===== src/rtl/vbfp_pkg.sv =====
`timescale 1ns / 1ps
// Shared types and constants for the vision block frame parser.
// No dependencies; imported by every module of the block.
package vbfp_pkg;

   localparam int WORD_W      = 16;
   localparam int CENTROID_W  = 18;
   localparam int OFFSET_W    = 17;
   localparam int BLOCK_WORDS_DEF = 6;
   localparam int CSR_IDX_W   = 2;

   // Register indexes on the csr port
   localparam logic [CSR_IDX_W-1:0] CSR_SYNC_WORD   = 2'd0;
   localparam logic [CSR_IDX_W-1:0] CSR_CENTER_OFF  = 2'd1;
   localparam logic [CSR_IDX_W-1:0] CSR_FIRST_SIG   = 2'd2;
   localparam logic [CSR_IDX_W-1:0] CSR_SECOND_SIG  = 2'd3;

   // Reset values of the registers
   localparam logic [WORD_W-1:0] SYNC_WORD_RST   = 16'hAA55;
   localparam logic [WORD_W-1:0] CENTER_OFF_RST  = 16'd160;
   localparam logic [WORD_W-1:0] FIRST_SIG_RST   = 16'd1;
   localparam logic [WORD_W-1:0] SECOND_SIG_RST  = 16'd2;

   // Word positions inside a block
   localparam int SIG_POS = 1;
   localparam int X_POS   = 2;

   typedef struct packed {
      logic [WORD_W-1:0] sync_word;
      logic [WORD_W-1:0] center_offset;
      logic [WORD_W-1:0] first_signature;
      logic [WORD_W-1:0] second_signature;
   } cfg_type;

   typedef struct packed {
      logic                         valid;
      logic                         found;
      logic signed [CENTROID_W-1:0] centroid;
   } res_type;

   typedef enum logic [4:0] {
      PH_UNSYNC = 5'b00001,
      PH_SYNC2  = 5'b00010,
      PH_GATHER = 5'b00100,
      PH_BLKEND = 5'b01000,
      PH_FRMEND = 5'b10000
   } phase_type;

endpackage


===== src/rtl/vbfp_parser.sv =====
`timescale 1ns / 1ps
// Frame parse state machine, block capture and offset tracking.
// Depends on vbfp_pkg; one word is consumed per step_valid cycle.
module vbfp_parser
   import vbfp_pkg::*;
#(
   parameter int BLOCK_WORDS = BLOCK_WORDS_DEF
) (
   input  logic              clock,
   input  logic              reset,
   input  logic              step_valid,
   input  logic [WORD_W-1:0] step_word,
   input  cfg_type           cfg,
   output res_type           res
);

   localparam int IDX_W = $clog2(BLOCK_WORDS);
   localparam logic [IDX_W-1:0] LAST_IDX = IDX_W'(BLOCK_WORDS - 1);
   localparam logic [IDX_W-1:0] SIG_IDX  = IDX_W'(SIG_POS);
   localparam logic [IDX_W-1:0] X_IDX    = IDX_W'(X_POS);

   phase_type                     phase_ff, phase_in;
   logic [IDX_W-1:0]              index_ff, index_in;
   logic [WORD_W-1:0]             sig_ff, sig_in;
   logic [WORD_W-1:0]             x_ff, x_in;
   logic signed [OFFSET_W-1:0]    first_ff, first_in;
   logic signed [OFFSET_W-1:0]    block_off;
   logic                          is_sync;
   logic                          is_zero;

   assign is_sync   = (step_word == cfg.sync_word);
   assign is_zero   = (step_word == '0);
   assign block_off = $signed({1'b0, x_ff}) - $signed({1'b0, cfg.center_offset});

   // Next state and result for the word at the parser input
   always_comb begin
      phase_in  = phase_ff;
      index_in  = index_ff;
      sig_in    = sig_ff;
      x_in      = x_ff;
      first_in  = first_ff;
      res       = '0;
      case (phase_ff)
         PH_UNSYNC: begin
            if (is_sync) begin
               phase_in = PH_SYNC2;
            end else if (is_zero) begin
               res.valid = 1'b1;
            end
         end
         PH_SYNC2: begin
            if (is_sync) begin
               index_in  = '0;
               first_in  = '0;
               phase_in  = PH_GATHER;
            end else begin
               res.valid = is_zero;
               phase_in  = PH_UNSYNC;
            end
         end
         PH_GATHER: begin
            // capture only the words that are read at block end
            if (index_ff == SIG_IDX) sig_in = step_word;
            if (index_ff == X_IDX)   x_in   = step_word;
            if (index_ff == LAST_IDX) begin
               index_in = '0;
               phase_in = PH_BLKEND;
            end else begin
               index_in = index_ff + 1'b1;
            end
         end
         PH_BLKEND: begin
            if (is_sync) begin
               index_in = '0;
               phase_in = PH_FRMEND;
               if (sig_ff == cfg.first_signature) begin
                  first_in = block_off;
               end else if (sig_ff == cfg.second_signature) begin
                  // second offset is the current block's, so report directly
                  res.valid    = 1'b1;
                  res.found    = 1'b1;
                  res.centroid = CENTROID_W'(first_ff) + CENTROID_W'(block_off);
               end
            end else begin
               phase_in = PH_UNSYNC;
            end
         end
         PH_FRMEND: begin
            if (is_sync) begin
               index_in = '0;
               phase_in = PH_GATHER;
            end else if (is_zero) begin
               res.valid = 1'b1;
               phase_in  = PH_UNSYNC;
            end else begin
               // word 0 of a new block: checksum, not kept
               index_in = IDX_W'(1);
               phase_in = PH_GATHER;
            end
         end
         default: begin
            phase_in = PH_UNSYNC;
         end
      endcase
      if (!step_valid) begin
         res.valid = 1'b0;
      end
   end

   // Advance control state on each consumed word
   always_ff @(posedge clock) begin
      if (reset) begin
         phase_ff  <= PH_UNSYNC;
         index_ff  <= '0;
         first_ff  <= '0;
      end else if (step_valid) begin
         phase_ff  <= phase_in;
         index_ff  <= index_in;
         first_ff  <= first_in;
      end
   end

   // Block words carry no reset
   always_ff @(posedge clock) begin
      if (step_valid) begin
         sig_ff <= sig_in;
         x_ff   <= x_in;
      end
   end

endmodule


===== src/rtl/vbfp_out_reg.sv =====
`timescale 1ns / 1ps
// Result register on the rsp channel: holds one result until transferred.
// Depends on vbfp_pkg for the result type.
module vbfp_out_reg
   import vbfp_pkg::*;
(
   input  logic                         clock,
   input  logic                         reset,
   input  logic                         load,
   input  res_type                      res,
   output logic                         space,
   output logic                         rsp_valid,
   input  logic                         rsp_ready,
   output logic                         rsp_target_found,
   output logic signed [CENTROID_W-1:0] rsp_centroid_doubled
);

   logic                         valid_ff, valid_in;
   logic                         found_ff;
   logic signed [CENTROID_W-1:0] centroid_ff;

   // Free this cycle if empty or the held result transfers now
   assign space = !valid_ff || rsp_ready;

   always_comb begin
      valid_in = valid_ff;
      if (load) begin
         valid_in = res.valid;
      end else if (rsp_ready) begin
         valid_in = 1'b0;
      end
   end

   always_ff @(posedge clock) begin
      if (reset) begin
         valid_ff <= 1'b0;
      end else begin
         valid_ff <= valid_in;
      end
   end

   // Payload loads only with a new result
   always_ff @(posedge clock) begin
      if (load && res.valid) begin
         found_ff    <= res.found;
         centroid_ff <= res.centroid;
      end
   end

   assign rsp_valid            = valid_ff;
   assign rsp_target_found     = found_ff;
   assign rsp_centroid_doubled = centroid_ff;

endmodule


===== src/rtl/vision_block_frame_parser_core.sv =====
`timescale 1ns / 1ps
// Vision block frame parser: top level with input register and csr registers.
// Path: a req word passes the input register and the parser into the result register that drives rsp_valid.
// Throughput: one word per cycle; a held result with rsp_ready low stalls the input register.
// Reset (synchronous): parser unsynchronised, offsets zero, csr registers at defaults.
// Depends on vbfp_pkg, vbfp_parser and vbfp_out_reg.
module vision_block_frame_parser_core
   import vbfp_pkg::*;
#(
   parameter int BLOCK_WORDS = BLOCK_WORDS_DEF
) (
   input  logic                         clock,
   input  logic                         reset,
   input  logic                         req_valid,
   output logic                         req_ready,
   input  logic [WORD_W-1:0]            req_data_word,
   output logic                         rsp_valid,
   input  logic                         rsp_ready,
   output logic                         rsp_target_found,
   output logic signed [CENTROID_W-1:0] rsp_centroid_doubled,
   input  logic                         csr_write,
   input  logic [CSR_IDX_W-1:0]         csr_index,
   input  logic [WORD_W-1:0]            csr_data
);

   cfg_type           cfg_ff;
   logic              in_valid_ff, in_valid_in;
   logic [WORD_W-1:0] in_word_ff;
   logic              out_space;
   logic              step;
   res_type           res;

   // Configuration registers
   always_ff @(posedge clock) begin
      if (reset) begin
         cfg_ff.sync_word        <= SYNC_WORD_RST;
         cfg_ff.center_offset    <= CENTER_OFF_RST;
         cfg_ff.first_signature  <= FIRST_SIG_RST;
         cfg_ff.second_signature <= SECOND_SIG_RST;
      end else if (csr_write) begin
         case (csr_index)
            CSR_SYNC_WORD:  cfg_ff.sync_word        <= csr_data;
            CSR_CENTER_OFF: cfg_ff.center_offset    <= csr_data;
            CSR_FIRST_SIG:  cfg_ff.first_signature  <= csr_data;
            CSR_SECOND_SIG: cfg_ff.second_signature <= csr_data;
            default: ;
         endcase
      end
   end

   // Input register: step the parser when the result side has room
   assign step      = in_valid_ff && out_space;
   assign req_ready = !in_valid_ff || step;

   always_comb begin
      in_valid_in = in_valid_ff;
      if (req_valid && req_ready) begin
         in_valid_in = 1'b1;
      end else if (step) begin
         in_valid_in = 1'b0;
      end
   end

   always_ff @(posedge clock) begin
      if (reset) begin
         in_valid_ff <= 1'b0;
      end else begin
         in_valid_ff <= in_valid_in;
      end
   end

   always_ff @(posedge clock) begin
      if (req_valid && req_ready) begin
         in_word_ff <= req_data_word;
      end
   end

   vbfp_parser #(
      .BLOCK_WORDS(BLOCK_WORDS)
   ) u_parser (
      .clock      (clock),
      .reset      (reset),
      .step_valid (step),
      .step_word  (in_word_ff),
      .cfg        (cfg_ff),
      .res        (res)
   );

   vbfp_out_reg u_out_reg (
      .clock                (clock),
      .reset                (reset),
      .load                 (step),
      .res                  (res),
      .space                (out_space),
      .rsp_valid            (rsp_valid),
      .rsp_ready            (rsp_ready),
      .rsp_target_found     (rsp_target_found),
      .rsp_centroid_doubled (rsp_centroid_doubled)
   );

   // A cleared result always carries a zero centroid
   assert property (@(posedge clock) disable iff (reset)
      (rsp_valid && !rsp_target_found) |-> (rsp_centroid_doubled == '0))
      else $error("clear result with nonzero centroid");

   // Never take a word while the input register is held
   assert property (@(posedge clock) disable iff (reset)
      (in_valid_ff && !out_space) |-> !req_ready)
      else $error("input register overwritten while stalled");

   // Nothing is offered in the cycle after reset
   assert property (@(posedge clock)
      $past(reset) |-> !rsp_valid)
      else $error("result offered right after reset");

   // A word leaves the input register only when it was stepped
   assert property (@(posedge clock) disable iff (reset)
      (in_valid_ff && !step && !(req_valid && req_ready)) |=> in_valid_ff)
      else $error("input word dropped");

endmodule

===== config.mk =====
export PLATFORM = sky130hd
export DESIGN_NAME = vision_block_frame_parser_core
export DESIGN_NICKNAME = d
export VERILOG_FILES = /design/src/rtl/vbfp_pkg.sv /design/src/rtl/vbfp_parser.sv /design/src/rtl/vbfp_out_reg.sv /design/src/rtl/vision_block_frame_parser_core.sv
export SDC_FILE = /design/constraint.sdc
export NUM_CORES = 1
export LEC_CHECK = 0
export ABC_AREA = 1
export BUFFER_PORTS_ARGS = -buffer_cell sky130_fd_sc_hd__buf_2
export CORE_ASPECT_RATIO = 1.75
export CORE_MARGIN = 2
export CORE_UTILIZATION = 55
export DETAILED_ROUTE_END_ITERATION = 8
export GPL_TIMING_DRIVEN = 0
export PLACE_DENSITY = 0.81
export SYNTH_ARGS = -nofsm -noshare
export SYNTH_HDL_FRONTEND = slang
export SYNTH_HIERARCHICAL = 1
export SYNTH_SLANG_ARGS = --single-unit

===== constraint.sdc =====
create_clock -name clock -period 2.96 [get_ports clock]
set_clock_uncertainty 0.2 [all_clocks]
set_input_delay 0.296 -clock clock [delete_from_list [all_inputs] [get_ports clock]]
set_output_delay 0.296 -clock clock [all_outputs]
set_load 0.005 [all_outputs]

==> results of run 1 <==
-- repair_timing --
item | in CTS | in global routing
hold buffers | 33 | 0
pin swaps | 23 | 60
endpoints found under the hold margin | 59 | 0
cloned | 0 | 0
setup buffers | 9 | 13
gates resized for setup | 87 | 113
setup endpoints to repair | 32 | 31
-- worst reg2reg max path: stages (launching register included) --
cell      delay (ns)
edfxtp_1        0.48
ha_4            0.35
buf_4           0.12
nand2_1         0.07
nand2_2         0.10
inv_2           0.06
nand3_4         0.12
xor2_2          0.19
inv_2           0.07
ha_4            0.30
nand2_2         0.09
inv_1           0.10
nand3_1         0.15
nand2_2         0.16
nand4_1         0.15
a21oi_2         0.16
nor2_1          0.05
-- final cells by class --
cell class / instances / share of cell area [%]
plain buffers: 27 / 1.22
clock buffers: 18 / 3.71
clock inverters: 14 / 1.28
inverters: 208 / 6.85
multi-input cells: 858 / 44.3
flip-flops and latches: 158 / 33.2
well taps: 189 / 2.05
repair buffers: 117 / 7.45
-- logic make-up (layout without fill, tap and decap cells) --
kind of cell    Yosys count  in the layout  synth area share [%]
fa+ha+maj                35             35                  5.06
xor+xnor                 37             37                  3.62
flops                   158            158                  42.8
compound gates           85             85                  5.25
buf+inv                 236            384                  10.3
simple gates            701            701                  32.9
-- state kept, by name, summed over array words and instances, names as in the netlist --
register	flops
u_out_reg/rsp_valid	1
in_word_ff	16
cfg_ff	64
u_parser/first_ff	17
u_parser/sig_ff	16
in_valid_ff	1
u_parser/phase_ff	5
u_out_reg/rsp_centroid_doubled	18
u_parser/x_ff	16
u_parser/index_ff	3
u_out_reg/rsp_target_found	1
-- worst max path at each step --
stage,start,end,slack [ns],cells after the start
after floorplan,u_parser/x_ff[0],u_out_reg/rsp_centroid_doubled[16],0.04,16
after global placement,u_parser/x_ff[0],u_out_reg/rsp_centroid_doubled[16],-0.42,16
after detailed placement,u_parser/x_ff[0],u_out_reg/rsp_centroid_doubled[16],-0.46,16
after CTS,u_parser/x_ff[0],u_out_reg/rsp_centroid_doubled[17],-0.01,17
after global routing,u_parser/x_ff[5],u_out_reg/rsp_centroid_doubled[15],-0.28,20
final,u_parser/x_ff[5],u_out_reg/rsp_centroid_doubled[15],-0.19,16
-- layer usage --
layer / GRT usage (%) / vias to the layer above / wire [um]
met3: 4.89 / 204 / 1640
met1: 25.7 / 3953 / 8880
met5: 0 / - / 0
met2: 52.9 / 496 / 14200
met4: 21.0 / 0 / 2480
li1: - / 4153 / -
-- where the power goes --
group | internal, uW | total [uW] | leakage [uW] | switching, uW
logic | 318 | 844 | 0.00388 | 526
registers | 2350 | 2430 | 0.00141 | 76.6
clock network | 1130 | 2170 | 0.000277 | 1040
-- layout by cell type (no fill, tap or decap), types with 5 or more instances in the layout --
cell             n
nand2_1        310
nor2_1         190
inv_1          187
dfxtp_1         90
nand3_1         74
buf_2           73
edfxtp_1        67
a21oi_1         42
nand2_2         38
dlygate4sd3_1   33
ha_4            27
xnor2_1         26
buf_4           20
inv_2           17
clkbuf_16       17
nand2_4         16
a21oi_2         15
nand4_1         14
nand3_2         11
nor2_2          10
nor2_4          10
clkbuf_1         8
xor2_1           6
ha_1             6
inv_8            5
nand3b_1         5
buf_6            5
or2_2            5
a21oi_4          5
-- metrics by stage --
step           setup slack, ns  TNS [ns]  hold slack [ns]  power, uW  std cells
3_3_place_gp            -0.424     -9.47            0.252       3070       1500
2_1_floorplan           0.0435         0            0.158       2900       1252
3_5_place_dp            -0.463     -6.87            0.258       3090       1503
4_1_cts                -0.0126   -0.0193          0.00152       5310       1576
6_report                -0.189     -1.16          0.00882       5440       1589
5_1_grt                 -0.284     -2.40         0.000507       5630       1589
==> flow_summary.ini, run 1 <==
[layout]
multi_input_area_sq_um = 5120
nNetsFinal = 1461
stdcell_area_sq_um = 11600
fillers = 1100
area_delta_synth_final_pct = 29.0
drive_above_1_share_pct = 22.6
regArea_sq_um = 3830
diodes = 0
fin_util_pct = 72.5

[yosys]
synth_common_cells = 359 x nand2_1, 206 x inv_1, 204 x nor2_1
ys.flop_type = dfxtp_1
ys_warn_count = 6
synth_fp_nets = 1326
synth_area_leader_cell = edfxtp_1
yosys-top-cells-area = edfxtp_1 22%, dfxtp_1 20%, nand2_1 15%
yosysUniqueCellTypes = 41
yosysMostFrequentCell = nand2_1
netlist_area_sq_um = 8960
yosysSeqAreaShare_pct = 42.8
syn_inst = 1252
netlist.area_leader.share_pct = 22.5
synth_edf_count = 67
synth_seq_cells = 158
synth-async-reset-ratio_pct = 0
avgSynthCellArea_sq_um = 7.16

[power]
p_per_area_nw_per_um2 = 471
ir_drop_v = 0.000465
leakagePower_uw = 0.00556

[clock_tree]
cts_tree = built
cts.clk_slew.worst_paths_ns = 0.07
root_buffer = clkbuf_16
cts_buffers = 17
cts.sinks = 158
htree_levels = 4
clock_latency_ns = 0.43
clock_tree.buffer_depth = 2

[die]
dieHeight_um = 173
die_area_sq_um = 17400
coreArea_sq_um = 16000
rows = 61
start_util_pct = 56.2
die_x_um = 100
ioPinCount = 60

[setup_path]
worst_setup_path_start_kind = register
worst_ep_required_time_ns = 2.95
cp_slowest_cell = edfxtp_1
path_cells = ha_4, buf_4, nand2_1, nand2_2, inv_2, nand3_4, xor2_2, inv_2, ha_4, nand2_2, inv_1, nand3_1, nand2_2, nand4_1, a21oi_2, nor2_1
r2r_start = u_parser/x_ff[5]
critical_path.n_buffers_inverters = 4
timing.rr.end = u_out_reg/rsp_centroid_doubled[15]
reg2reg_depth = 16
reg2reg_slack_ns = -0.19
critPathArrivalTime_ns = 3.14
cp-end-kind = register
critPathTopFamily = simple AND/OR/NAND/NOR gates
cpPeakStageDelay_ns = 0.48
cp_common_cell = nand2_2
criticalPathCategory = reg2reg
crit_fanout = 4

[global_routing]
grt.overflow.total = 0
grt_max_degree = 20
grt_pass1_wl_um = 38700
grt_use_total_pct = 28.1
grt_pass1_vias = 8516
antenna_found_initial = 0

[outcome]
status = finished with violations
violations = setup timing

[detailed_routing]
antenna_left = 0
wirelength_um = 27200
drc_errors = 0
drt-pass1-iter-count = 8
initialDrtViolationCount = 810
viasPerCell = 5.54
route.vias.total = 8806
wl_per_cell_um = 17.1

[place]
finalWeightedCongestion = 0.915
hpwl_um = 16800
portBuffers = 59
post_dp_cell_area_sq_um = 9560

[sta]
fin_crit_sh_pct = 106
setup_violations = 10
fmax_ghz = 0.318
final.setup.worst_slack_ns = -0.189
fin_crit_ns = 3.15
hold_violations = 0
rsz0062_at_grt = yes
slew_violations = 0
relSlewSlack_pct = 55.4
tightest_slew_ns = 0.669

[worst_hold_path]
hold_depth = 3
min_to = cfg_ff[4]
hold_class = in2reg
hp-start = csr_data[4]

[run]
cap_violations = 0
Note: power is estimated with default switching activity, not from simulation.
==> run 2: changes to the inputs <==
Settings changed: CORE_UTILIZATION 55 to 59, PLACE_DENSITY 0.81 to 0.83.
Clock period 2.96 ns to 2.9 ns, I/O delays scaled along.
==> flow_summary.ini, run 2 (synthesis results as in run 1) <==
[layout]
multi_input_area_sq_um = 5050
final_common_cell = nand2_1
stdcell_count = 1583
regArea_sq_um = 3830
diodes = 0
final_cell_mix = 321 x nand2_1, 190 x inv_1, 190 x nor2_1, 91 x dfxtp_1, 76 x nand3_1
fin_util_pct = 77.5
drive_above_1_share_pct = 21.7
stdcell_area_sq_um = 11500
nNetsFinal = 1462
area_delta_synth_final_pct = 28.3
fillers = 962
largest_reg_flops = 64
top_register = cfg_ff

[detailed_routing]
initialDrtViolationCount = 813
wl_per_cell_um = 17.5
route.vias.total = 9068
drt-pass1-iter-count = 8
drc_errors = 0
antenna_left = 0
viasPerCell = 5.73
wirelength_um = 27600

[global_routing]
antenna_found_initial = 0
grt_max_degree = 20
grt_use_total_pct = 30.9
grt.overflow.total = 0
grt_pass1_vias = 8654
grt_pass1_wl_um = 40000

[place]
post_dp_cell_area_sq_um = 9550
portBuffers = 59
hpwl_um = 16900
finalWeightedCongestion = 0.924
dp.cells = 1497

[clock_tree]
cts.clk_slew.worst_paths_ns = 0.07
root_buffer = clkbuf_16
clock_latency_ns = 0.43
clock_tree.buffer_depth = 2
cts_buffers = 17
cts.sinks = 158
cts_tree = built
htree_levels = 4

[power]
p_int_uw = 4020
seqPwrFrac_pct = 44.0
ir_drop_v = 0.000495
leakagePower_uw = 0.00555
p_per_area_nw_per_um2 = 490
p_switching_uw = 1610
power_frac_comb_pct = 15.3
p_clk_share_pct = 40.7
swShare_pct = 28.6

[setup_path]
crit_fanout = 5
worst_setup_path_start_kind = register
criticalPathCategory = reg2reg
worst_ep_required_time_ns = 2.88
reg2reg_slack_ns = -0.24
cpPeakStageDelay_ns = 0.43
critPathArrivalTime_ns = 3.13
path_cells = ha_4, buf_4, nand3_2, nand3_4, xnor2_2, inv_2, ha_4, a21oi_1, nand2_1, a21oi_4, inv_1, nand2_1, o21bai_2, nor2_1, nor2_1
cp_slowest_cell = edfxtp_1
cp-end-kind = register

[die]
start_util_pct = 60.4
coreArea_sq_um = 14800
rows = 59
die_x_um = 97.2
die_area_sq_um = 16200
dieHeight_um = 167
ioPinCount = 60

[run]
cap_violations = 0

[outcome]
status = finished with violations
violations = setup timing

[sta]
fmax_ghz = 0.318
fin_crit_ns = 3.14
tightest_slew_ns = 0.662
final.setup.worst_slack_ns = -0.244
slew_violations = 0
hold_violations = 0
fin_crit_sh_pct = 108
relSlewSlack_pct = 55.9
setup_violations = 12
rsz0062_at_grt = yes

[worst_hold_path]
hold_class = in2reg
## run 2: worst paths after layout
check,start,end,cells after the start
hold reg to reg,cfg_ff[1],cfg_ff[1],2
setup reg to reg,u_parser/x_ff[2],u_out_reg/rsp_centroid_doubled[10],15
hold / removal,csr_data[6],cfg_ff[38],3
setup / recovery,u_parser/x_ff[2],u_out_reg/rsp_centroid_doubled[10],15
## run 2: worst max-delay path: cells and delay by family, from the launching register on
| family | cells | cell delay, ns |
|---|---|---|
| compound gates | 3 | 0.52 |
| xor+xnor | 1 | 0.24 |
| fa+ha+maj | 2 | 0.50 |
| buf+inv | 3 | 0.34 |
| flops | 1 | 0.43 |
| simple gates | 6 | 0.66 |
## run 2: what timing repair did
action                                 4_1_cts  5_1_grt
pin swaps                                   25       44
endpoints found under the hold margin       55        0
cloned                                       0        0
resized for setup                          100       76
setup buffers                                9       15
setup endpoints to repair                   31       32
hold buffers                                32        0
## run 2: area by class of cell
class,count,area share [%]
buffer,27,1.23
clock buffer,17,3.70
clock inverter,14,1.48
inverter,208,6.84
multi-input combinational,858,43.9
sequential,158,33.3
tap,183,1.99
timing repair buffer,118,7.53
## run 2: power by group through the flow
stage,combinational [uW],sequential (uW),clock (uW)
final,862,2480,2290
after global routing,934,2490,2390
after CTS,737,2480,2300
after detailed placement,626,2520,0
after global placement,608,2520,0
after floorplan,465,2500,0
## run 2: per-stage QoR
| stage | setup WS [ns] | hold slack, ns | setup TNS [ns] | total power [uW] |
|---|---|---|---|---|
| 2_1_floorplan | 0.0467 | 0.152 | 0 | 2970 |
| 3_3_place_gp | -0.387 | 0.252 | -11.53 | 3130 |
| 3_5_place_dp | -0.419 | 0.257 | -8.44 | 3150 |
| 4_1_cts | -0.0802 | 0.0000321 | -0.401 | 5510 |
| 5_1_grt | -0.340 | 0.0115 | -3.33 | 5810 |
| 6_report | -0.244 | 0.000125 | -2.25 | 5630 |
## run 2: layer usage
metal	vias to the layer above	GRT usage [%]	wire (um)
li1	4155	-	-
met1	4116	28.2	9160
met2	583	59.4	14200
met3	214	4.49	1790
met4	0	23.5	2470
met5	-	0	0
